## config.mk

```make
export PLATFORM = sky130hd
export DESIGN_NAME = decimal_sum_digit_query
export DESIGN_NICKNAME = d
export VERILOG_FILES = /design/src/design/dsdq_pkg.sv /design/src/design/dsdq_ram.sv /design/src/design/dsdq_ctrl.sv /design/src/design/dsdq_datapath.sv /design/src/design/decimal_sum_digit_query.sv
export SDC_FILE = /design/constraint.sdc
export NUM_CORES = 2
export LEC_CHECK = 0
export BUFFER_PORTS_ARGS = -buffer_cell sky130_fd_sc_hd__buf_2
export CAP_MARGIN = 25
export CORE_AREA = 3 3 545 547
export CTS_CLUSTER_SIZE = 16
export DETAILED_ROUTE_END_ITERATION = 10
export DIE_AREA = 0 0 548 550
export HOLD_SLACK_MARGIN = 0.12
export PLACE_DENSITY = 0.44
export SLEW_MARGIN = 20
export SYNTH_ARGS = -nofsm -noshare
export SYNTH_HDL_FRONTEND = slang
export SYNTH_HIERARCHICAL = 1
export SYNTH_SLANG_ARGS = --single-unit
```

## constraint.sdc

```tcl
create_clock -name clk -period 67.8 [get_ports clk]
set_clock_uncertainty 0.2 [all_clocks]
set_input_delay 0 -clock clk [delete_from_list [all_inputs] [get_ports clk]]
set_output_delay 0 -clock clk [all_outputs]
set_load 0.02 [all_outputs]
```

## src/design/dsdq_pkg.sv

```systemverilog
// ----------------------------------------------------------------------------
// dsdq_pkg
// Shared types, constants and command/status bundles for the decimal sum
// digit query block.
// ----------------------------------------------------------------------------
package dsdq_pkg;

    // Store depth and derived widths.
    localparam int MAX_DIGITS = 256;
    localparam int POS_W      = $clog2(MAX_DIGITS);
    localparam int CFG_W      = 9;
    localparam int DIGIT_W    = 4;

    // Decimal constants.
    localparam logic [DIGIT_W-1:0] DIGIT_MAX = 4'd9;
    localparam logic [DIGIT_W:0]   RADIX     = 5'd10;

    // Smallest sum width accepted by the adder.
    localparam logic [CFG_W-1:0] MIN_N = 9'd2;
    localparam logic [CFG_W-1:0] MAX_N = CFG_W'(MAX_DIGITS);

    // Operation codes carried in the opcode field.
    localparam logic [1:0] OP_WR_A  = 2'd0;
    localparam logic [1:0] OP_WR_B  = 2'd1;
    localparam logic [1:0] OP_QUERY = 2'd2;

    // Input item.
    typedef struct packed {
        logic [1:0]         opcode;
        logic [POS_W-1:0]   position;
        logic [DIGIT_W-1:0] digit_value;
    } in_item_t;

    // Result item.
    typedef struct packed {
        logic [DIGIT_W-1:0] sum_digit;
        logic               range_error;
    } out_item_t;

    // Commands from the controller to the datapath.
    typedef struct packed {
        logic clear_run;
        logic load_item;
        logic do_write;
        logic set_err;
        logic scan_start;
        logic scan_run;
        logic load_sum;
        logic load_out;
    } dsdq_cmd_t;

    // Status from the datapath to the controller.
    typedef struct packed {
        logic clear_done;
        logic is_write;
        logic is_query;
        logic wr_in_range;
        logic q_in_range;
        logic sum_ready;
        logic out_free;
    } dsdq_status_t;

endpackage

```

## src/design/dsdq_ram.sv

```systemverilog
// ----------------------------------------------------------------------------
// dsdq_ram
// Generic single-write, single-read RAM with a registered read port.
// ----------------------------------------------------------------------------
module dsdq_ram #(
    parameter int WIDTH = 4,
    parameter int DEPTH = 256
) (
    input  logic                     clk,
    input  logic                     wr_en,
    input  logic [$clog2(DEPTH)-1:0] wr_addr,
    input  logic [WIDTH-1:0]         wr_data,
    input  logic                     rd_en,
    input  logic [$clog2(DEPTH)-1:0] rd_addr,
    output logic [WIDTH-1:0]         rd_data
);

    logic [WIDTH-1:0] mem_reg [DEPTH];
    logic [WIDTH-1:0] rd_data_reg;

    // Write port and registered read port.
    always_ff @(posedge clk)
    begin
        if (wr_en)
        begin
            mem_reg[wr_addr] <= wr_data;
        end
        if (rd_en)
        begin
            rd_data_reg <= mem_reg[rd_addr];
        end
    end

    assign rd_data = rd_data_reg;

endmodule

```

## src/design/dsdq_ctrl.sv

```systemverilog
// ----------------------------------------------------------------------------
// dsdq_ctrl
// Controller for the decimal sum digit query block: clears the stores after
// reset, takes an item, decodes it, runs the carry scan for queries and hands
// results to the output stage.
// ----------------------------------------------------------------------------
module dsdq_ctrl
    import dsdq_pkg::*;
(
    input  logic         clk,
    input  logic         rst_n,
    input  logic         in_valid,
    output logic         in_stall,
    input  dsdq_status_t status,
    output dsdq_cmd_t    cmd
);

    typedef enum logic [2:0] {
        ST_CLEAR,
        ST_IDLE,
        ST_DECODE,
        ST_SCAN,
        ST_RESULT
    } state_t;

    state_t state_reg;
    state_t state_next;

    // Next state and commands.
    always_comb
    begin
        state_next = state_reg;
        cmd        = '0;
        case (state_reg)
            ST_CLEAR:
            begin
                cmd.clear_run = 1'b1;
                if (status.clear_done)
                begin
                    state_next = ST_IDLE;
                end
            end
            ST_IDLE:
            begin
                if (in_valid)
                begin
                    cmd.load_item = 1'b1;
                    state_next    = ST_DECODE;
                end
            end
            ST_DECODE:
            begin
                if (status.is_write)
                begin
                    if (status.wr_in_range)
                    begin
                        cmd.do_write = 1'b1;
                        state_next   = ST_IDLE;
                    end
                    else
                    begin
                        cmd.set_err = 1'b1;
                        state_next  = ST_RESULT;
                    end
                end
                else if (status.is_query)
                begin
                    if (status.q_in_range)
                    begin
                        cmd.scan_start = 1'b1;
                        state_next     = ST_SCAN;
                    end
                    else
                    begin
                        cmd.set_err = 1'b1;
                        state_next  = ST_RESULT;
                    end
                end
                else
                begin
                    state_next = ST_IDLE;
                end
            end
            ST_SCAN:
            begin
                cmd.scan_run = 1'b1;
                if (status.sum_ready)
                begin
                    cmd.load_sum = 1'b1;
                    state_next   = ST_RESULT;
                end
            end
            ST_RESULT:
            begin
                if (status.out_free)
                begin
                    cmd.load_out = 1'b1;
                    state_next   = ST_IDLE;
                end
            end
            default:
            begin
                state_next = ST_IDLE;
            end
        endcase
    end

    // State register.
    always_ff @(posedge clk or negedge rst_n)
    begin
        if (!rst_n)
        begin
            state_reg <= ST_CLEAR;
        end
        else
        begin
            state_reg <= state_next;
        end
    end

    // Items are taken only when the controller is free.
    assign in_stall = (state_reg != ST_IDLE);

endmodule

```

## src/design/dsdq_datapath.sv

```systemverilog
// ----------------------------------------------------------------------------
// dsdq_datapath
// Datapath for the decimal sum digit query block: item and width registers,
// the two operand digit stores, the carry scan and the output register.
// ----------------------------------------------------------------------------
module dsdq_datapath
    import dsdq_pkg::*;
(
    input  logic             clk,
    input  logic             rst_n,
    input  in_item_t         in_item,
    input  logic             cfg_wr,
    input  logic [CFG_W-1:0] cfg_data,
    input  logic             out_stall,
    output logic             out_valid,
    output out_item_t        out_item,
    input  dsdq_cmd_t        cmd,
    output dsdq_status_t     status
);

    in_item_t            item_reg;
    logic [CFG_W-1:0]    n_cfg_reg;
    logic [CFG_W-1:0]    n_eff;
    logic [CFG_W-1:0]    pos_ext;
    logic                pos_is_last;
    logic [DIGIT_W-1:0]  wr_digit;
    logic                wr_a;
    logic                wr_b;
    logic [POS_W-1:0]    clr_addr_reg;
    logic                ram_wr_a;
    logic                ram_wr_b;
    logic [POS_W-1:0]    ram_wr_addr;
    logic [DIGIT_W-1:0]  ram_wr_data;
    logic [DIGIT_W-1:0]  ram_a_q;
    logic [DIGIT_W-1:0]  ram_b_q;
    logic [DIGIT_W-1:0]  dig_a;
    logic [DIGIT_W-1:0]  dig_b;
    logic [POS_W-1:0]    scan_addr_reg;
    logic [POS_W-1:0]    rd_idx_reg;
    logic                rd_vld_reg;
    logic                carry_reg;
    logic [DIGIT_W:0]    col_sum;
    logic                col_carry;
    logic [DIGIT_W:0]    col_digit;
    logic                sum_ready;
    logic [DIGIT_W-1:0]  res_digit_reg;
    logic                res_err_reg;
    logic                out_valid_reg;
    out_item_t           out_item_reg;

    // Width register, written by the configuration port.
    always_ff @(posedge clk or negedge rst_n)
    begin
        if (!rst_n)
        begin
            n_cfg_reg <= MAX_N;
        end
        else if (cfg_wr)
        begin
            n_cfg_reg <= cfg_data;
        end
    end

    // Effective number of sum digits, clamped to the supported span.
    always_comb
    begin
        if (n_cfg_reg < MIN_N)
        begin
            n_eff = MIN_N;
        end
        else if (n_cfg_reg > MAX_N)
        begin
            n_eff = MAX_N;
        end
        else
        begin
            n_eff = n_cfg_reg;
        end
    end

    // Item register.
    always_ff @(posedge clk)
    begin
        if (cmd.load_item)
        begin
            item_reg <= in_item;
        end
    end

    // Decode and range checks on the held item.
    assign pos_ext     = CFG_W'(item_reg.position);
    assign pos_is_last = (pos_ext == n_eff - 1'b1);

    assign status.is_write    = (item_reg.opcode == OP_WR_A) || (item_reg.opcode == OP_WR_B);
    assign status.is_query    = (item_reg.opcode == OP_QUERY);
    assign status.wr_in_range = (pos_ext < n_eff - 1'b1);
    assign status.q_in_range  = (pos_ext < n_eff);

    // Digit writes saturate at nine.
    assign wr_digit = (item_reg.digit_value > DIGIT_MAX) ? DIGIT_MAX : item_reg.digit_value;
    assign wr_a     = cmd.do_write && (item_reg.opcode == OP_WR_A);
    assign wr_b     = cmd.do_write && (item_reg.opcode == OP_WR_B);

    // Clearing pass after reset: one position of both stores per cycle.
    always_ff @(posedge clk or negedge rst_n)
    begin
        if (!rst_n)
        begin
            clr_addr_reg <= '0;
        end
        else if (cmd.clear_run)
        begin
            clr_addr_reg <= clr_addr_reg + 1'b1;
        end
    end

    assign status.clear_done = (clr_addr_reg == POS_W'(MAX_DIGITS - 1));

    // Store write port: zeros during the clearing pass, item digits after it.
    assign ram_wr_a    = wr_a || cmd.clear_run;
    assign ram_wr_b    = wr_b || cmd.clear_run;
    assign ram_wr_addr = cmd.clear_run ? clr_addr_reg : item_reg.position;
    assign ram_wr_data = cmd.clear_run ? '0 : wr_digit;

    // Operand stores.
    dsdq_ram #(
        .WIDTH (DIGIT_W),
        .DEPTH (MAX_DIGITS)
    ) u_ram_a (
        .clk     (clk),
        .wr_en   (ram_wr_a),
        .wr_addr (ram_wr_addr),
        .wr_data (ram_wr_data),
        .rd_en   (cmd.scan_run),
        .rd_addr (scan_addr_reg),
        .rd_data (ram_a_q)
    );

    dsdq_ram #(
        .WIDTH (DIGIT_W),
        .DEPTH (MAX_DIGITS)
    ) u_ram_b (
        .clk     (clk),
        .wr_en   (ram_wr_b),
        .wr_addr (ram_wr_addr),
        .wr_data (ram_wr_data),
        .rd_en   (cmd.scan_run),
        .rd_addr (scan_addr_reg),
        .rd_data (ram_b_q)
    );

    assign dig_a = ram_a_q;
    assign dig_b = ram_b_q;

    // Scan address and read pipeline tracking.
    always_ff @(posedge clk or negedge rst_n)
    begin
        if (!rst_n)
        begin
            rd_vld_reg <= 1'b0;
        end
        else if (cmd.scan_start)
        begin
            rd_vld_reg <= 1'b0;
        end
        else
        begin
            rd_vld_reg <= cmd.scan_run;
        end
    end

    always_ff @(posedge clk)
    begin
        if (cmd.scan_start)
        begin
            scan_addr_reg <= '0;
        end
        else if (cmd.scan_run)
        begin
            scan_addr_reg <= scan_addr_reg + 1'b1;
            rd_idx_reg    <= scan_addr_reg;
        end
    end

    // One decimal column: sum, carry out and the wrapped digit.
    assign col_sum   = (DIGIT_W+1)'(dig_a) + (DIGIT_W+1)'(dig_b) + (DIGIT_W+1)'(carry_reg);
    assign col_carry = (col_sum > (DIGIT_W+1)'(DIGIT_MAX));
    assign col_digit = col_carry ? (col_sum - RADIX) : col_sum;
    assign sum_ready = rd_vld_reg && (rd_idx_reg == item_reg.position);

    assign status.sum_ready = sum_ready;

    // Carry ripples through the columns below the queried position.
    always_ff @(posedge clk)
    begin
        if (cmd.scan_start)
        begin
            carry_reg <= 1'b0;
        end
        else if (rd_vld_reg && !sum_ready)
        begin
            carry_reg <= col_carry;
        end
    end

    // Pending result; the top digit is the carry alone.
    always_ff @(posedge clk)
    begin
        if (cmd.set_err)
        begin
            res_digit_reg <= '0;
            res_err_reg   <= 1'b1;
        end
        else if (cmd.load_sum)
        begin
            res_digit_reg <= pos_is_last ? DIGIT_W'(carry_reg) : col_digit[DIGIT_W-1:0];
            res_err_reg   <= 1'b0;
        end
    end

    // Output register.
    always_ff @(posedge clk or negedge rst_n)
    begin
        if (!rst_n)
        begin
            out_valid_reg <= 1'b0;
        end
        else if (cmd.load_out)
        begin
            out_valid_reg <= 1'b1;
        end
        else if (!out_stall)
        begin
            out_valid_reg <= 1'b0;
        end
    end

    always_ff @(posedge clk)
    begin
        if (cmd.load_out)
        begin
            out_item_reg.sum_digit   <= res_digit_reg;
            out_item_reg.range_error <= res_err_reg;
        end
    end

    assign status.out_free = !out_valid_reg || !out_stall;
    assign out_valid       = out_valid_reg;
    assign out_item        = out_item_reg;

endmodule

```

## src/design/decimal_sum_digit_query.sv

```systemverilog
// ----------------------------------------------------------------------------
// decimal_sum_digit_query
// Multi-digit decimal adder with per-digit operand writes and sum queries.
// ----------------------------------------------------------------------------
// The block keeps two unsigned decimal operands, A and B, of up to 255
// digits each. After reset a clearing pass writes zero to every digit of
// both stores; in_stall stays high until it is done. An item writes one
// digit of A or B, or asks for one digit of A+B with full carry
// propagation; positions past the digits in use give a single result with
// range_error set. One item is handled at a time. For a query the carry is
// rippled through the digit stores one column per cycle over their single
// read port. A finished result waits in the output register while the next
// item is accepted. The digits_in_use register must be written through the
// cfg port only while no item is in flight; the block leaves this to the user.
// ----------------------------------------------------------------------------
module decimal_sum_digit_query
    import dsdq_pkg::*;
(
    input  logic             clk,
    input  logic             rst_n,
    input  logic             in_valid,
    output logic             in_stall,
    input  in_item_t         in_item,
    output logic             out_valid,
    input  logic             out_stall,
    output out_item_t        out_item,
    input  logic             cfg_valid,
    output logic             cfg_ready,
    input  logic [CFG_W-1:0] cfg_data
);

    dsdq_cmd_t    cmd;
    dsdq_status_t status;
    logic         cfg_wr;

    // The width register takes a write in any cycle.
    assign cfg_ready = 1'b1;
    assign cfg_wr    = cfg_valid && cfg_ready;

    // Controller.
    dsdq_ctrl u_ctrl (
        .clk      (clk),
        .rst_n    (rst_n),
        .in_valid (in_valid),
        .in_stall (in_stall),
        .status   (status),
        .cmd      (cmd)
    );

    // Datapath.
    dsdq_datapath u_dp (
        .clk       (clk),
        .rst_n     (rst_n),
        .in_item   (in_item),
        .cfg_wr    (cfg_wr),
        .cfg_data  (cfg_data),
        .out_stall (out_stall),
        .out_valid (out_valid),
        .out_item  (out_item),
        .cmd       (cmd),
        .status    (status)
    );

    // An accepted item holds off the next one.
    a_busy_after_accept: assert property (
        @(posedge clk) disable iff (!rst_n)
        (in_valid && !in_stall) |=> in_stall
    ) else $error("item accepted while previous item still in decode");

    // Flagged results carry a zero digit.
    a_err_digit_zero: assert property (
        @(posedge clk) disable iff (!rst_n)
        (out_valid && out_item.range_error) |-> (out_item.sum_digit == '0)
    ) else $error("range error result with nonzero digit");

    // Every delivered digit is a decimal digit.
    a_digit_decimal: assert property (
        @(posedge clk) disable iff (!rst_n)
        out_valid |-> (out_item.sum_digit <= DIGIT_MAX)
    ) else $error("sum digit above nine");

    // A new result is only loaded once the previous one has been taken.
    a_no_overwrite: assert property (
        @(posedge clk) disable iff (!rst_n)
        cmd.load_out |-> (!out_valid || !out_stall)
    ) else $error("output register overwritten while stalled");

endmodule

```

==> metrics <==
cts hold-fix bufs=65; delay-heaviest family, CP=simple AND/OR/NAND/NOR gates; Post-synth EDFFs=2,083; Starting DRT DRC Count=4,063; core area=0.2931 mm2; Worst VDD drop=0.00004731 V; initial antenna violation count=6; Max Buffers Root-to-Sink=4; Clk pin slew, worst setup/hold paths=0.06 ns; Min Clock Period, post-route=6.285 ns; worst hold-check path type=in -> reg; Critical path buffers and inverters=1; nets=4,617; Antenna Nets Post-Route=0; P per Cell Area=40.82 mW/mm2; global-route wire length before repair=332,000 um; IO buf count=34; final count of hold timing violations=0; DP Cell Count=8,191; Setup CP Type=reg -> reg; CTS tree=built; Rows=199; maxcap violations=0; Fmax achieved=0.1591 GHz; pin count of the biggest net entering global routing=185; Post-Layout Cell Count=8,662; Die W=548 um; DRC viols=0; post-synth top area share=73.72%; Crit path largest cell delay=0.82 ns; RSZ-0062 raised after global routing=false; DIE HEIGHT=550 um; Setup crit end kind=flip-flop; yosys warns=6; measured slew at the worst slew-check pin=1.205 ns; post-synth top area cell=edfxtp_1; global route overflow=0; postcts setup bufs=0; GPL Wtd Cong=0.7838; Gates resized, CTS repair=0; vias=42,790; Crit path arrival time=6.59 ns; Yosys reg bits=2,119; area grow syn2layout=14.65%; Tot GR Track Use=14.99%; type of origin of the critical path=flip-flop; Synth area leaders=edfxtp_1 (74%), mux4_2 (13%), nor2_1 (2.5%); Num CTS Buffers=219; final worst path period share=9.270%; CTS root buf=clkbuf_16; share of cells above drive strength 1=21.66%; # IOs=36; sum of negative setup slack=0 ns; Critical Path RT=68.10 ns; syn_area_per_cell=19.23 um2; clock latency on the worst-skew pair=0.85 ns; register area share after synthesis=74.70%; commonest cells after routing, fill and taps aside=edfxtp_1 (2,083), nor2_1 (573), mux4_2 (500); P_leak=0.02970 uW; top_reg_cell synth=edfxtp_1; Mapped Nets=4,467; Cell Area, Synth=0.08485 mm2; final setup fails=0; Syn Inst Count=4,413; status=completed; post-synth cell types=72; DR vias/cell=4.940; WL final=230,300 um; critical path's slowest cell=nand3_1; drt wl/cell=26.59 um; vias in the first global route=44,330; FFs w/ async S/R, synth=1.038%; first-pass iteration count of the detailed router=7; clock tree sinks=2,119; Total Power=3971 uW; dpl hpwl=137,400 um; die area=0.3014 mm2; H-tree depth=4; Cell Chain, Critical Path=or3_4 -> or3_4 -> o311ai_0 -> ha_1 -> nand2_1 -> o21ai_0 -> o21ai_0 -> nand2_1 -> ha_1 -> nand2_1 -> o21ai_0 -> a21oi_1 -> and3_2 -> a31o_2 -> nand3_1 -> buf_4 -> nor2_1; most common cell after layout, fill and taps aside=edfxtp_1; crit path max fanout=19; Initial Util=28.95%; max_slew headroom=17.61%; Max Slew Vio Count=0; Fill cells=27,690
metal layers:
layer	vias to the layer above	track usage (%)	wire, um
met2	1381	23.56	106600
met3	297	2.323	13900
li1	18200	-	-
met4	0	3.688	4838
met5	-	0	0
met1	22920	21.80	105000
cell usage after synthesis, types with 16 or more instances:
cell	n
xor2_1	18
nor2b_1	59
mux4_2	500
o221ai_1	17
mux2i_1	135
buf_6	39
o22ai_1	20
buf_1	20
nor3_1	18
o211ai_1	27
a211oi_1	16
dfrtp_1	21
a22oi_1	64
nand4_1	37
a221oi_1	17
buf_4	25
nand2_1	137
a21oi_1	38
nand3_1	80
buf_2	40
nor2_1	573
clkbuf_1	142
inv_1	16
o21ai_0	47
mux2_2	29
ha_1	24
nand2b_1	26
edfxtp_1	2083
cell type report:
type / count / area [um2] / share of cell area [%]
antenna: 2 / 5.005 / 0.005144
tap: 3919 / 4903 / 5.040
clock buffer: 250 / 5639 / 5.797
clock inverter: 149 / 1531 / 1.574
multi-input combinational: 2009 / 20020 / 20.58
inverter: 19 / 71.32 / 0.07331
sequential: 2119 / 63400 / 65.17
timing repair buffer: 195 / 1705 / 1.753
worst reg2reg max path: stages (launching register included):
cell      delay (ns)
dfrtp_1         0.45
or3_4           0.42
or3_4           0.37
o311ai_0        0.63
ha_1            0.36
nand2_1         0.13
o21ai_0         0.17
o21ai_0         0.13
nand2_1         0.11
ha_1            0.22
nand2_1         0.08
o21ai_0         0.08
a21oi_1         0.18
and3_2          0.24
a31o_2          0.50
nand3_1         0.84
buf_4           0.50
nor2_1          0.33
stage by stage:
stage                     hold WS (ns)  utilization [%]  setup WS, ns  area (um2)
final                           0.1692            33.20         61.51       97280
after global routing            0.1665            33.20         61.06       97280
after CTS                       0.1234            33.18         61.52       97230
after detailed placement       -0.1669            30.50         61.54       89390
after global placement         -0.1645            30.49         61.44       89350
after floorplan                -0.4956                -         41.85       84850
report_power, final:
| part | switching [uW] | internal, uW | leakage (uW) | total (uW) |
|---|---|---|---|---|
| Sequential | 35.1 | 1590 | 0.0193 | 1630 |
| Clock | 507 | 706 | 0.00354 | 1210 |
| Combinational | 720 | 408 | 0.00684 | 1130 |
| Total | 1260 | 2710 | 0.0297 | 3970 |
logic make-up after synthesis:
| family | after synthesis | share of synthesized area (%) |
|---|---|---|
| DFF | 2119 | 74.70 |
| other | 1 | 0.004420 |
| xor gates and xnor gates | 25 | 0.2581 |
| buffers and inverters | 285 | 1.775 |
| adders and majority gates | 26 | 0.4011 |
| muxes | 664 | 15.25 |
| AOI/OAI and AO/OA | 300 | 2.452 |
| and+or+nand+nor | 993 | 5.161 |
worst paths after layout:
check	from	to	slack, ns	depth (start not counted)
max	u_dp/n_cfg_reg[3]	u_dp/u_ram_b/mem_reg[34][2]	61.51	17
min	in_valid	u_dp/item_reg[5]	0.17	3
max reg2reg	u_dp/n_cfg_reg[3]	u_dp/u_ram_b/mem_reg[34][2]	61.51	17
min reg2reg	u_dp/res_digit_reg[3]	u_dp/out_item[4]	0.28	0
max in group asynchronous	rst_n	u_dp/n_cfg_reg[8]	66.63	5
min in group asynchronous	rst_n	u_ctrl/state_reg[0]	0.54	5
(Power assumes the default switching activity.)
